**config.mk**
```make
export PLATFORM = sky130hd
export DESIGN_NAME = pendulum_pid_duty_controller_unit
export DESIGN_NICKNAME = d
export VERILOG_FILES = /design/src/design/pdc_pkg.sv /design/src/design/pdc_mac.sv /design/src/design/pendulum_pid_duty_controller_unit.sv
export SDC_FILE = /design/constraint.sdc
export NUM_CORES = 2
export LEC_CHECK = 0
export BUFFER_PORTS_ARGS = -buffer_cell sky130_fd_sc_hd__buf_2
export CORE_MARGIN = 2
export CORE_UTILIZATION = 60
export CTS_CLUSTER_SIZE = 12
export DETAILED_ROUTE_END_ITERATION = 10
export MAX_ROUTING_LAYER = met4
export PLACE_DENSITY = 0.84
export SYNTH_ARGS = -nofsm -noshare
export SYNTH_HDL_FRONTEND = slang
export SYNTH_HIERARCHICAL = 1
export SYNTH_SLANG_ARGS = --single-unit
```
**constraint.sdc**
```tcl
create_clock -name clock -period 12.3 [get_ports clock]
set_input_delay 2.46 -clock clock [delete_from_list [all_inputs] [get_ports clock]]
set_output_delay 2.46 -clock clock [all_outputs]
set_load 0.01 [all_outputs]
```
**src/design/pdc_pkg.sv**
```systemverilog
`default_nettype none

package pdc_pkg;

   localparam int ADC_BITS_DEFAULT       = 10;
   localparam int GAIN_FRAC_BITS_DEFAULT = 24;

   localparam int LIMIT_W     = 22;
   localparam int SUM_W       = LIMIT_W + 1;
   localparam int DUTY_W      = 16;
   localparam int DUTY_FRAC_W = 15;
   localparam int LED_W       = 5;
   localparam int CSR_INDEX_W = 3;

   localparam int DUTY_MAX = 32767;
   localparam int LED_EDGE = 26214;

   localparam int ZERO_OFFSET_RESET    = 361;
   localparam int P_GAIN_RESET         = 1574122;
   localparam int I_GAIN_RESET         = 2361;
   localparam int D_GAIN_RESET         = 22038;
   localparam int INTEGRAL_LIMIT_RESET = 2664535;
   localparam int TRIP_LOW_RESET       = 260;
   localparam int TRIP_HIGH_RESET      = 450;

   localparam logic [LED_W-1:0] LED_HIGH     = 5'd8;
   localparam logic [LED_W-1:0] LED_POSITIVE = 5'd4;
   localparam logic [LED_W-1:0] LED_NEGATIVE = 5'd2;
   localparam logic [LED_W-1:0] LED_LOW      = 5'd1;

   typedef enum logic [CSR_INDEX_W-1:0] {
      CSR_ZERO_OFFSET    = 3'd0,
      CSR_P_GAIN         = 3'd1,
      CSR_I_GAIN         = 3'd2,
      CSR_D_GAIN         = 3'd3,
      CSR_INTEGRAL_LIMIT = 3'd4,
      CSR_TRIP_LOW       = 3'd5,
      CSR_TRIP_HIGH      = 3'd6
   } csr_index_type;

   // live: normal update, trip: this item latched the fault, frozen: after the fault
   typedef enum logic [1:0] {
      KIND_LIVE   = 2'd0,
      KIND_TRIP   = 2'd1,
      KIND_FROZEN = 2'd2
   } item_kind_type;

endpackage

`default_nettype wire

```
**src/design/pdc_mac.sv**
```systemverilog
`default_nettype none

module pdc_mac #(
   parameter int ADC_BITS       = pdc_pkg::ADC_BITS_DEFAULT,
   parameter int GAIN_FRAC_BITS = pdc_pkg::GAIN_FRAC_BITS_DEFAULT
) (
   input  wire logic                                 clock,
   input  wire logic                                 load,
   input  wire logic signed [ADC_BITS:0]             err,
   input  wire logic signed [pdc_pkg::SUM_W-1:0]     error_sum,
   input  wire logic signed [ADC_BITS+1:0]           diff,
   input  wire logic        [GAIN_FRAC_BITS-1:0]     p_gain,
   input  wire logic        [GAIN_FRAC_BITS-1:0]     i_gain,
   input  wire logic        [GAIN_FRAC_BITS-1:0]     d_gain,
   output logic signed      [pdc_pkg::DUTY_W-1:0]    duty,
   output logic             [pdc_pkg::LED_W-1:0]     led
);

   localparam int ErrW   = ADC_BITS + 1;
   localparam int DiffW  = ADC_BITS + 2;
   localparam int SumW   = pdc_pkg::SUM_W;
   localparam int PW     = ErrW + GAIN_FRAC_BITS + 1;
   localparam int IW     = SumW + GAIN_FRAC_BITS + 1;
   localparam int DW     = DiffW + GAIN_FRAC_BITS + 1;
   localparam int AccW   = IW + 2;
   localparam int OutShift = GAIN_FRAC_BITS - pdc_pkg::DUTY_FRAC_W;

   localparam logic signed [AccW-1:0] SatHi = AccW'(pdc_pkg::DUTY_MAX);
   localparam logic signed [AccW-1:0] SatLo = -SatHi;
   localparam logic signed [pdc_pkg::DUTY_W-1:0] LedHi = pdc_pkg::DUTY_W'(pdc_pkg::LED_EDGE);
   localparam logic signed [pdc_pkg::DUTY_W-1:0] LedLo = -LedHi;

   logic signed [PW-1:0]   p_prod_ff, p_prod_in;
   logic signed [IW-1:0]   i_prod_ff, i_prod_in;
   logic signed [DW-1:0]   d_prod_ff, d_prod_in;
   logic signed [AccW-1:0] acc;
   logic signed [AccW-1:0] shifted;

   always_comb begin
      p_prod_in = err * $signed({1'b0, p_gain});
      i_prod_in = error_sum * $signed({1'b0, i_gain});
      d_prod_in = diff * $signed({1'b0, d_gain});
   end

   always_ff @(posedge clock) begin
      if (load) begin
         p_prod_ff <= p_prod_in;
         i_prod_ff <= i_prod_in;
         d_prod_ff <= d_prod_in;
      end
   end

   // floor shift to Q1.15 then saturate
   always_comb begin
      acc     = AccW'(p_prod_ff) + AccW'(i_prod_ff) + AccW'(d_prod_ff);
      shifted = acc >>> OutShift;
      if (shifted > SatHi) begin
         duty = SatHi[pdc_pkg::DUTY_W-1:0];
      end else if (shifted < SatLo) begin
         duty = SatLo[pdc_pkg::DUTY_W-1:0];
      end else begin
         duty = shifted[pdc_pkg::DUTY_W-1:0];
      end
   end

   always_comb begin
      if (duty > LedHi) begin
         led = pdc_pkg::LED_HIGH;
      end else if (!duty[pdc_pkg::DUTY_W-1]) begin
         led = pdc_pkg::LED_POSITIVE;
      end else if (duty >= LedLo) begin
         led = pdc_pkg::LED_NEGATIVE;
      end else begin
         led = pdc_pkg::LED_LOW;
      end
   end

endmodule

`default_nettype wire

```
**src/design/pendulum_pid_duty_controller_unit.sv**
```systemverilog
// Path of an item: the edge that accepts it updates the state, then the product registers load,
// then sum, shift and saturate go into the result register; a stall can hold any stage.
// Throughput: one item per cycle while rsp_ready holds; stages advance alone, so bubbles collapse.
// Reset: synchronous, active high; configuration registers return to their default values,
// the error sum, previous error, held LED code and fault latch clear.
`default_nettype none

module pendulum_pid_duty_controller_unit #(
   parameter int ADC_BITS       = pdc_pkg::ADC_BITS_DEFAULT,
   parameter int GAIN_FRAC_BITS = pdc_pkg::GAIN_FRAC_BITS_DEFAULT,
   localparam int CsrW = (GAIN_FRAC_BITS > pdc_pkg::LIMIT_W) ? GAIN_FRAC_BITS
                                                               : pdc_pkg::LIMIT_W
) (
   input  wire logic                               clock,
   input  wire logic                               reset,
   input  wire logic                               req_valid,
   output logic                                    req_ready,
   input  wire logic [ADC_BITS-1:0]                req_adc_sample,
   output logic                                    rsp_valid,
   input  wire logic                               rsp_ready,
   output logic signed [pdc_pkg::DUTY_W-1:0]       rsp_duty,
   output logic [pdc_pkg::LED_W-1:0]               rsp_led_pattern,
   output logic                                    rsp_tripped,
   input  wire logic                               csr_valid,
   output logic                                    csr_ready,
   input  wire logic [pdc_pkg::CSR_INDEX_W-1:0]    csr_index,
   input  wire logic [CsrW-1:0]                    csr_data
);

   localparam int ErrW  = ADC_BITS + 1;
   localparam int DiffW = ADC_BITS + 2;
   localparam int SumW  = pdc_pkg::SUM_W;
   localparam int RawW  = SumW + 1;

   // configuration registers
   logic [ADC_BITS-1:0]          zero_offset_ff, zero_offset_in;
   logic [GAIN_FRAC_BITS-1:0]    p_gain_ff, p_gain_in;
   logic [GAIN_FRAC_BITS-1:0]    i_gain_ff, i_gain_in;
   logic [GAIN_FRAC_BITS-1:0]    d_gain_ff, d_gain_in;
   logic [pdc_pkg::LIMIT_W-1:0]  integral_limit_ff, integral_limit_in;
   logic [ADC_BITS-1:0]          trip_low_ff, trip_low_in;
   logic [ADC_BITS-1:0]          trip_high_ff, trip_high_in;

   // controller state
   logic signed [SumW-1:0]       error_sum_ff, error_sum_in;
   logic signed [ErrW-1:0]       previous_error_ff, previous_error_in;
   logic                         fault_latched_ff, fault_latched_in;
   logic [pdc_pkg::LED_W-1:0]    held_led_ff, held_led_in;

   // pipeline
   logic                         s1_valid_ff, s1_valid_in;
   logic signed [ErrW-1:0]       s1_err_ff, s1_err_in;
   logic signed [SumW-1:0]       s1_sum_ff, s1_sum_in;
   logic signed [DiffW-1:0]      s1_diff_ff, s1_diff_in;
   pdc_pkg::item_kind_type       s1_kind_ff, s1_kind_in;
   logic                         s2_valid_ff, s2_valid_in;
   pdc_pkg::item_kind_type       s2_kind_ff, s2_kind_in;
   logic                         rsp_valid_ff, rsp_valid_in;
   logic signed [pdc_pkg::DUTY_W-1:0] rsp_duty_ff, rsp_duty_in;
   logic [pdc_pkg::LED_W-1:0]    rsp_led_ff, rsp_led_in;
   logic                         rsp_tripped_ff, rsp_tripped_in;

   logic                         accept;
   logic                         csr_write;
   logic                         s1_en;
   logic                         s2_en;
   logic                         rsp_en;
   logic signed [ErrW-1:0]       err;
   logic signed [DiffW-1:0]      diff;
   logic signed [RawW-1:0]       raw_sum;
   logic signed [RawW-1:0]       lim;
   logic signed [SumW-1:0]       sum_clamped;
   logic                         trip;
   logic signed [pdc_pkg::DUTY_W-1:0] mac_duty;
   logic [pdc_pkg::LED_W-1:0]    mac_led;

   assign rsp_en    = !rsp_valid_ff || rsp_ready;
   assign s2_en     = !s2_valid_ff || rsp_en;
   assign s1_en     = !s1_valid_ff || s2_en;
   assign req_ready = s1_en;
   assign accept    = req_valid && req_ready;
   assign csr_ready = 1'b1;
   assign csr_write = csr_valid && csr_ready;

   assign rsp_valid       = rsp_valid_ff;
   assign rsp_duty        = rsp_duty_ff;
   assign rsp_led_pattern = rsp_led_ff;
   assign rsp_tripped     = rsp_tripped_ff;

   // configuration writes
   always_comb begin
      zero_offset_in    = zero_offset_ff;
      p_gain_in         = p_gain_ff;
      i_gain_in         = i_gain_ff;
      d_gain_in         = d_gain_ff;
      integral_limit_in = integral_limit_ff;
      trip_low_in       = trip_low_ff;
      trip_high_in      = trip_high_ff;
      if (csr_write) begin
         case (csr_index)
            pdc_pkg::CSR_ZERO_OFFSET:    zero_offset_in    = csr_data[ADC_BITS-1:0];
            pdc_pkg::CSR_P_GAIN:         p_gain_in         = csr_data[GAIN_FRAC_BITS-1:0];
            pdc_pkg::CSR_I_GAIN:         i_gain_in         = csr_data[GAIN_FRAC_BITS-1:0];
            pdc_pkg::CSR_D_GAIN:         d_gain_in         = csr_data[GAIN_FRAC_BITS-1:0];
            pdc_pkg::CSR_INTEGRAL_LIMIT: integral_limit_in = csr_data[pdc_pkg::LIMIT_W-1:0];
            pdc_pkg::CSR_TRIP_LOW:       trip_low_in       = csr_data[ADC_BITS-1:0];
            pdc_pkg::CSR_TRIP_HIGH:      trip_high_in      = csr_data[ADC_BITS-1:0];
            default: ;
         endcase
      end
   end

   always_ff @(posedge clock) begin
      if (reset) begin
         zero_offset_ff    <= ADC_BITS'(pdc_pkg::ZERO_OFFSET_RESET);
         p_gain_ff         <= GAIN_FRAC_BITS'(pdc_pkg::P_GAIN_RESET);
         i_gain_ff         <= GAIN_FRAC_BITS'(pdc_pkg::I_GAIN_RESET);
         d_gain_ff         <= GAIN_FRAC_BITS'(pdc_pkg::D_GAIN_RESET);
         integral_limit_ff <= pdc_pkg::LIMIT_W'(pdc_pkg::INTEGRAL_LIMIT_RESET);
         trip_low_ff       <= ADC_BITS'(pdc_pkg::TRIP_LOW_RESET);
         trip_high_ff      <= ADC_BITS'(pdc_pkg::TRIP_HIGH_RESET);
      end else begin
         zero_offset_ff    <= zero_offset_in;
         p_gain_ff         <= p_gain_in;
         i_gain_ff         <= i_gain_in;
         d_gain_ff         <= d_gain_in;
         integral_limit_ff <= integral_limit_in;
         trip_low_ff       <= trip_low_in;
         trip_high_ff      <= trip_high_in;
      end
   end

   // error, derivative, clamped integral and trip check for the accepted item
   always_comb begin
      err     = $signed({1'b0, zero_offset_ff}) - $signed({1'b0, req_adc_sample});
      diff    = DiffW'(err) - DiffW'(previous_error_ff);
      raw_sum = RawW'(error_sum_ff) + RawW'(err);
      lim     = $signed({2'b00, integral_limit_ff});
      if (raw_sum > lim) begin
         sum_clamped = lim[SumW-1:0];
      end else if (raw_sum < -lim) begin
         sum_clamped = SumW'(-lim);
      end else begin
         sum_clamped = raw_sum[SumW-1:0];
      end
      trip = (req_adc_sample > trip_high_ff) || (req_adc_sample < trip_low_ff);
   end

   always_comb begin
      error_sum_in      = error_sum_ff;
      previous_error_in = previous_error_ff;
      fault_latched_in  = fault_latched_ff;
      if (accept && !fault_latched_ff) begin
         error_sum_in      = sum_clamped;
         previous_error_in = err;
         fault_latched_in  = trip;
      end
   end

   always_comb begin
      s1_valid_in = s1_en ? req_valid : s1_valid_ff;
      s1_err_in   = s1_err_ff;
      s1_sum_in   = s1_sum_ff;
      s1_diff_in  = s1_diff_ff;
      s1_kind_in  = s1_kind_ff;
      if (accept) begin
         s1_err_in  = err;
         s1_sum_in  = sum_clamped;
         s1_diff_in = diff;
         if (fault_latched_ff) begin
            s1_kind_in = pdc_pkg::KIND_FROZEN;
         end else if (trip) begin
            s1_kind_in = pdc_pkg::KIND_TRIP;
         end else begin
            s1_kind_in = pdc_pkg::KIND_LIVE;
         end
      end
   end

   always_comb begin
      s2_valid_in = s2_en ? s1_valid_ff : s2_valid_ff;
      s2_kind_in  = (s2_en && s1_valid_ff) ? s1_kind_ff : s2_kind_ff;
   end

   pdc_mac #(
      .ADC_BITS       (ADC_BITS),
      .GAIN_FRAC_BITS (GAIN_FRAC_BITS)
   ) u_mac (
      .clock     (clock),
      .load      (s2_en && s1_valid_ff),
      .err       (s1_err_ff),
      .error_sum (s1_sum_ff),
      .diff      (s1_diff_ff),
      .p_gain    (p_gain_ff),
      .i_gain    (i_gain_ff),
      .d_gain    (d_gain_ff),
      .duty      (mac_duty),
      .led       (mac_led)
   );

   always_comb begin
      rsp_valid_in   = rsp_en ? s2_valid_ff : rsp_valid_ff;
      rsp_duty_in    = rsp_duty_ff;
      rsp_led_in     = rsp_led_ff;
      rsp_tripped_in = rsp_tripped_ff;
      held_led_in    = held_led_ff;
      if (rsp_en && s2_valid_ff) begin
         case (s2_kind_ff)
            pdc_pkg::KIND_LIVE: begin
               rsp_duty_in    = mac_duty;
               rsp_led_in     = mac_led;
               rsp_tripped_in = 1'b0;
               held_led_in    = mac_led;
            end
            pdc_pkg::KIND_TRIP: begin
               rsp_duty_in    = '0;
               rsp_led_in     = mac_led;
               rsp_tripped_in = 1'b1;
               held_led_in    = mac_led;
            end
            default: begin
               rsp_duty_in    = '0;
               rsp_led_in     = held_led_ff;
               rsp_tripped_in = 1'b1;
            end
         endcase
      end
   end

   always_ff @(posedge clock) begin
      if (reset) begin
         error_sum_ff      <= '0;
         previous_error_ff <= '0;
         fault_latched_ff  <= 1'b0;
         held_led_ff       <= '0;
         s1_valid_ff       <= 1'b0;
         s2_valid_ff       <= 1'b0;
         rsp_valid_ff      <= 1'b0;
      end else begin
         error_sum_ff      <= error_sum_in;
         previous_error_ff <= previous_error_in;
         fault_latched_ff  <= fault_latched_in;
         held_led_ff       <= held_led_in;
         s1_valid_ff       <= s1_valid_in;
         s2_valid_ff       <= s2_valid_in;
         rsp_valid_ff      <= rsp_valid_in;
      end
   end

   always_ff @(posedge clock) begin
      s1_err_ff      <= s1_err_in;
      s1_sum_ff      <= s1_sum_in;
      s1_diff_ff     <= s1_diff_in;
      s1_kind_ff     <= s1_kind_in;
      s2_kind_ff     <= s2_kind_in;
      rsp_duty_ff    <= rsp_duty_in;
      rsp_led_ff     <= rsp_led_in;
      rsp_tripped_ff <= rsp_tripped_in;
   end

   a_fault_holds: assert property (@(posedge clock) disable iff (reset)
      fault_latched_ff |=> fault_latched_ff)
      else $error("fault latch released");

   a_frozen_state: assert property (@(posedge clock) disable iff (reset)
      fault_latched_ff |=> ($stable(error_sum_ff) && $stable(previous_error_ff)))
      else $error("controller state moved after fault");

   a_tripped_duty_zero: assert property (@(posedge clock) disable iff (reset)
      (rsp_valid_ff && rsp_tripped_ff) |-> (rsp_duty_ff == '0))
      else $error("nonzero duty on a tripped item");

   a_led_onehot: assert property (@(posedge clock) disable iff (reset)
      rsp_valid_ff |-> $onehot(rsp_led_ff))
      else $error("led pattern not a single zone");

   a_led_sign: assert property (@(posedge clock) disable iff (reset)
      (rsp_valid_ff && !rsp_tripped_ff) |->
         (rsp_duty_ff[pdc_pkg::DUTY_W-1] == (rsp_led_ff[1] || rsp_led_ff[0])))
      else $error("led zone disagrees with duty sign");

endmodule

`default_nettype wire

```
==> summary.txt <==
Global routing
  – Remaining global-route overflow: 0
  – Largest net degree at the start of global routing: 84
  – All-Layer GR Usage: 32.2%
  – Vias in the first global route: 45600
  – Wire length of the first global-routing pass: 242000 um
  – Initial antenna violation count: 10

Layout
  – Fillcell total: 7364
  – Area growth, synth to finish: 5.02%
  – Final Util: 63.9%
  – Register area: 9140 um^2
  – Final net count: 7740
  – Final instance area: 59800 um^2
  – Footprint of the multi-input gates: 42400 um^2
  – Layout cells sized above 1: 4.46%

Synthesis
  – Syn_nets: 7844
  – EDFF count, synth: 193
  – Distinct cells, synth: 96
  – Mapped Cells: 6318
  – Mapped Area: 56900 um^2
  – Synth top area share: 32.7%
  – Seq cells post-synth: 360
  – Top post-synthesis cells by count: inv_1, nand2_1, fa_1
  – Ys async rst share: 0%
  – Cell with the most instances after synthesis: inv_1
  – Top_reg_cell synth: edfxtp_1
  – Largest area contributor in the netlist: fa_1
  – Largest cells by area after synthesis: fa_1, ha_1, edfxtp_1, inv_1, nand2_1
  – Sequential-to-total area share from yosys stat: 16.1%
  – Syn Area/Cell: 9.01 um^2
  – Yosys warning count: 6

STA
  – Setup Skew: 0.0812 ns
  – RSZ-0062 raised after global routing: false
  – Setup Viol. Count Final: 0
  – Relative slew margins: 18.7%
  – Setup_tns: 0 ns
  – Fmax achieved: 109 MHz
  – Slew @ Worst Pin: 1.21 ns
  – Hold Vio Cnt, Final: 0
  – Fin. max-slew vios: 0
  – Clock period minus worst slack: 9.22 ns
  – Period utilization: 74.9%

Run status
  – Status: finished, final reports clean

Route
  – DR vias/cell: 5.88
  – Antenna Nets Post-Route: 0
  – # DRC: 0
  – Vias: 44200
  – Wire length per cell: 20.1 um
  – Initial DRC Count: 3719
  – Drt total wl: 151000 um
  – TritonRoute pass-1 iters: 6

Clocking
  – CTS tree: yes
  – CTS buffer count: 44
  – Clock Tree Buf Depth: 3
  – Setup bufs post-CTS: 0
  – H-tree depth: 2
  – CTS sink cnt: 360
  – Root Driver: clkbuf_16
  – Worst skew pair latency: 0.62 ns
  – Hold Buf Count CTS: 0
  – Post-CTS Resized: 0
  – Clk pin slew, worst setup/hold paths: 0.06 ns

Setup path
  – CP max stage cell: a2111oi_0
  – Worst r2r src: s1_sum_ff[2]
  – CP arrival: 9.72 ns
  – Max stage delay on crit path: 0.60 ns
  – Worst R2R End: u_mac/i_prod_ff[46]
  – Crit path kind: in -> reg
  – Worst EP required: 12.81 ns
  – FF-to-FF path depth: 22
  – Crit path launch type: primary input
  – CP most frequent cell: a21o_1
  – Crit end category: flip-flop
  – Worst R2R Setup Slack: 3.38 ns
  – Crit-path max FO: 16

Floorplanning
  – Core area: 93600 um^2
  – Chip Width: 312 um
  – Die Span Y: 312 um
  – Initial core utilization: 60.8%
  – Core Rows: 112
  – Die Footprint: 97400 um^2
  – Io pins: 67

Place
  – Detailed placer's ending HPWL: 118000 um
  – Area after DPL: 58300 um^2
  – RePlAce Congestion: 0.982
  – Port Buffers: 65

Worst hold path
  – Tightest Hold Check Type: reg -> reg
  – Worst hold stages: 2
  – Hold path endpoint: trip_low_ff[9]
  – Worst Hold Launch: trip_low_ff[9]

Run
  – Max_cap viols: 0
kinds of logic after synthesis:
group / after synthesis / synth area share (%)
and+or+nand+nor: 2068 / 17.6
adders and majority gates: 1484 / 44.9
buffers and inverters: 1428 / 9.49
AOI/OAI and AO/OA: 770 / 8.72
DFF: 360 / 16.1
xor gates and xnor gates: 176 / 2.72
muxes: 30 / 0.556
other: 2 / 0.0132
worst max-delay path by stage:
stage | from | end | slack, ns | cells past startpoint
2_1_floorplan | rsp_ready | s2_kind_ff[0] | 0.07 | 2
3_3_place_gp | req_adc_sample[0] | error_sum_ff[9] | 2.74 | 30
3_5_place_dp | req_adc_sample[0] | error_sum_ff[9] | 2.62 | 30
4_1_cts | req_adc_sample[0] | error_sum_ff[9] | 3.18 | 30
5_1_grt | req_adc_sample[0] | error_sum_ff[9] | 2.55 | 29
6_report | req_adc_sample[0] | error_sum_ff[9] | 3.08 | 29
worst max-delay path: cells and delay by family:
kind                       cells  cell delay (ns)
xor gates and xnor gates       2             0.79
AOI/OAI and AO/OA             16             4.16
and+or+nand+nor                5             0.90
buffers and inverters          2             0.16
adders and majority gates      4             1.24
state kept, by name (all words and copies together) (netlist names), 16 cells and up:
signal	count
d_gain_ff	24
error_sum_ff	23
i_gain_ff	24
integral_limit_ff	22
p_gain_ff	24
rsp_duty	16
s1_sum_ff	23
u_mac/d_prod_ff	37
u_mac/i_prod_ff	48
u_mac/p_prod_ff	36
layer usage:
| layer | GRT usage [%] | routed length [um] | vias up | part of all wire [%] |
|---|---|---|---|---|
| met5 | - | 0 | - | 0 |
| met4 | 11.1 | 5520 | 0 | 3.7 |
| met3 | 5.73 | 14900 | 357 | 9.9 |
| met2 | 51.0 | 70500 | 2248 | 47 |
| met1 | 42.1 | 60100 | 21900 | 40 |
| li1 | - | - | 19600 | - |
stage by stage:
stage,setup WS [ns],hold WS [ns],cells
floorplan,0.0737,0.400,6318
global placement,2.74,0.442,7422
detailed placement,2.62,0.448,7422
CTS,3.18,0.456,7503
global route,2.55,0.477,7511
finish,3.08,0.454,7512
area by class of cell:
cell class,count,area share (%)
flip-flops and latches,360,15.3
clock buffers,58,2.03
diodes,9,0.0377
inverters,1151,7.23
multi-input cells,4530,71.0
repair buffers,127,1.33
well taps,1254,2.62
clock inverters,23,0.502
placed cells by master (no fill, tap or decap), types with 19 or more instances in the layout:
cell / count
nand4_1: 42
o21a_1: 42
nand3b_1: 42
a211oi_1: 19
xnor2_1: 124
a31oi_1: 28
nand2_1: 1008
nor2_1: 201
nand3_1: 56
nor3_1: 44
buf_2: 64
o31ai_1: 25
inv_1: 1150
dfxtp_1: 167
xor2_1: 51
a21o_1: 91
and2_1: 433
o21ai_0: 116
edfxtp_1: 193
a21oi_1: 272
fa_1: 931
a211o_1: 22
ha_1: 553
and3_1: 21
nand2b_1: 88
nor2b_1: 44
clkbuf_16: 44
o211ai_1: 21
buf_4: 63
Power is not shown: default switching activity piles up to over one toggle a cycle in this logic, so the estimate is an artifact.
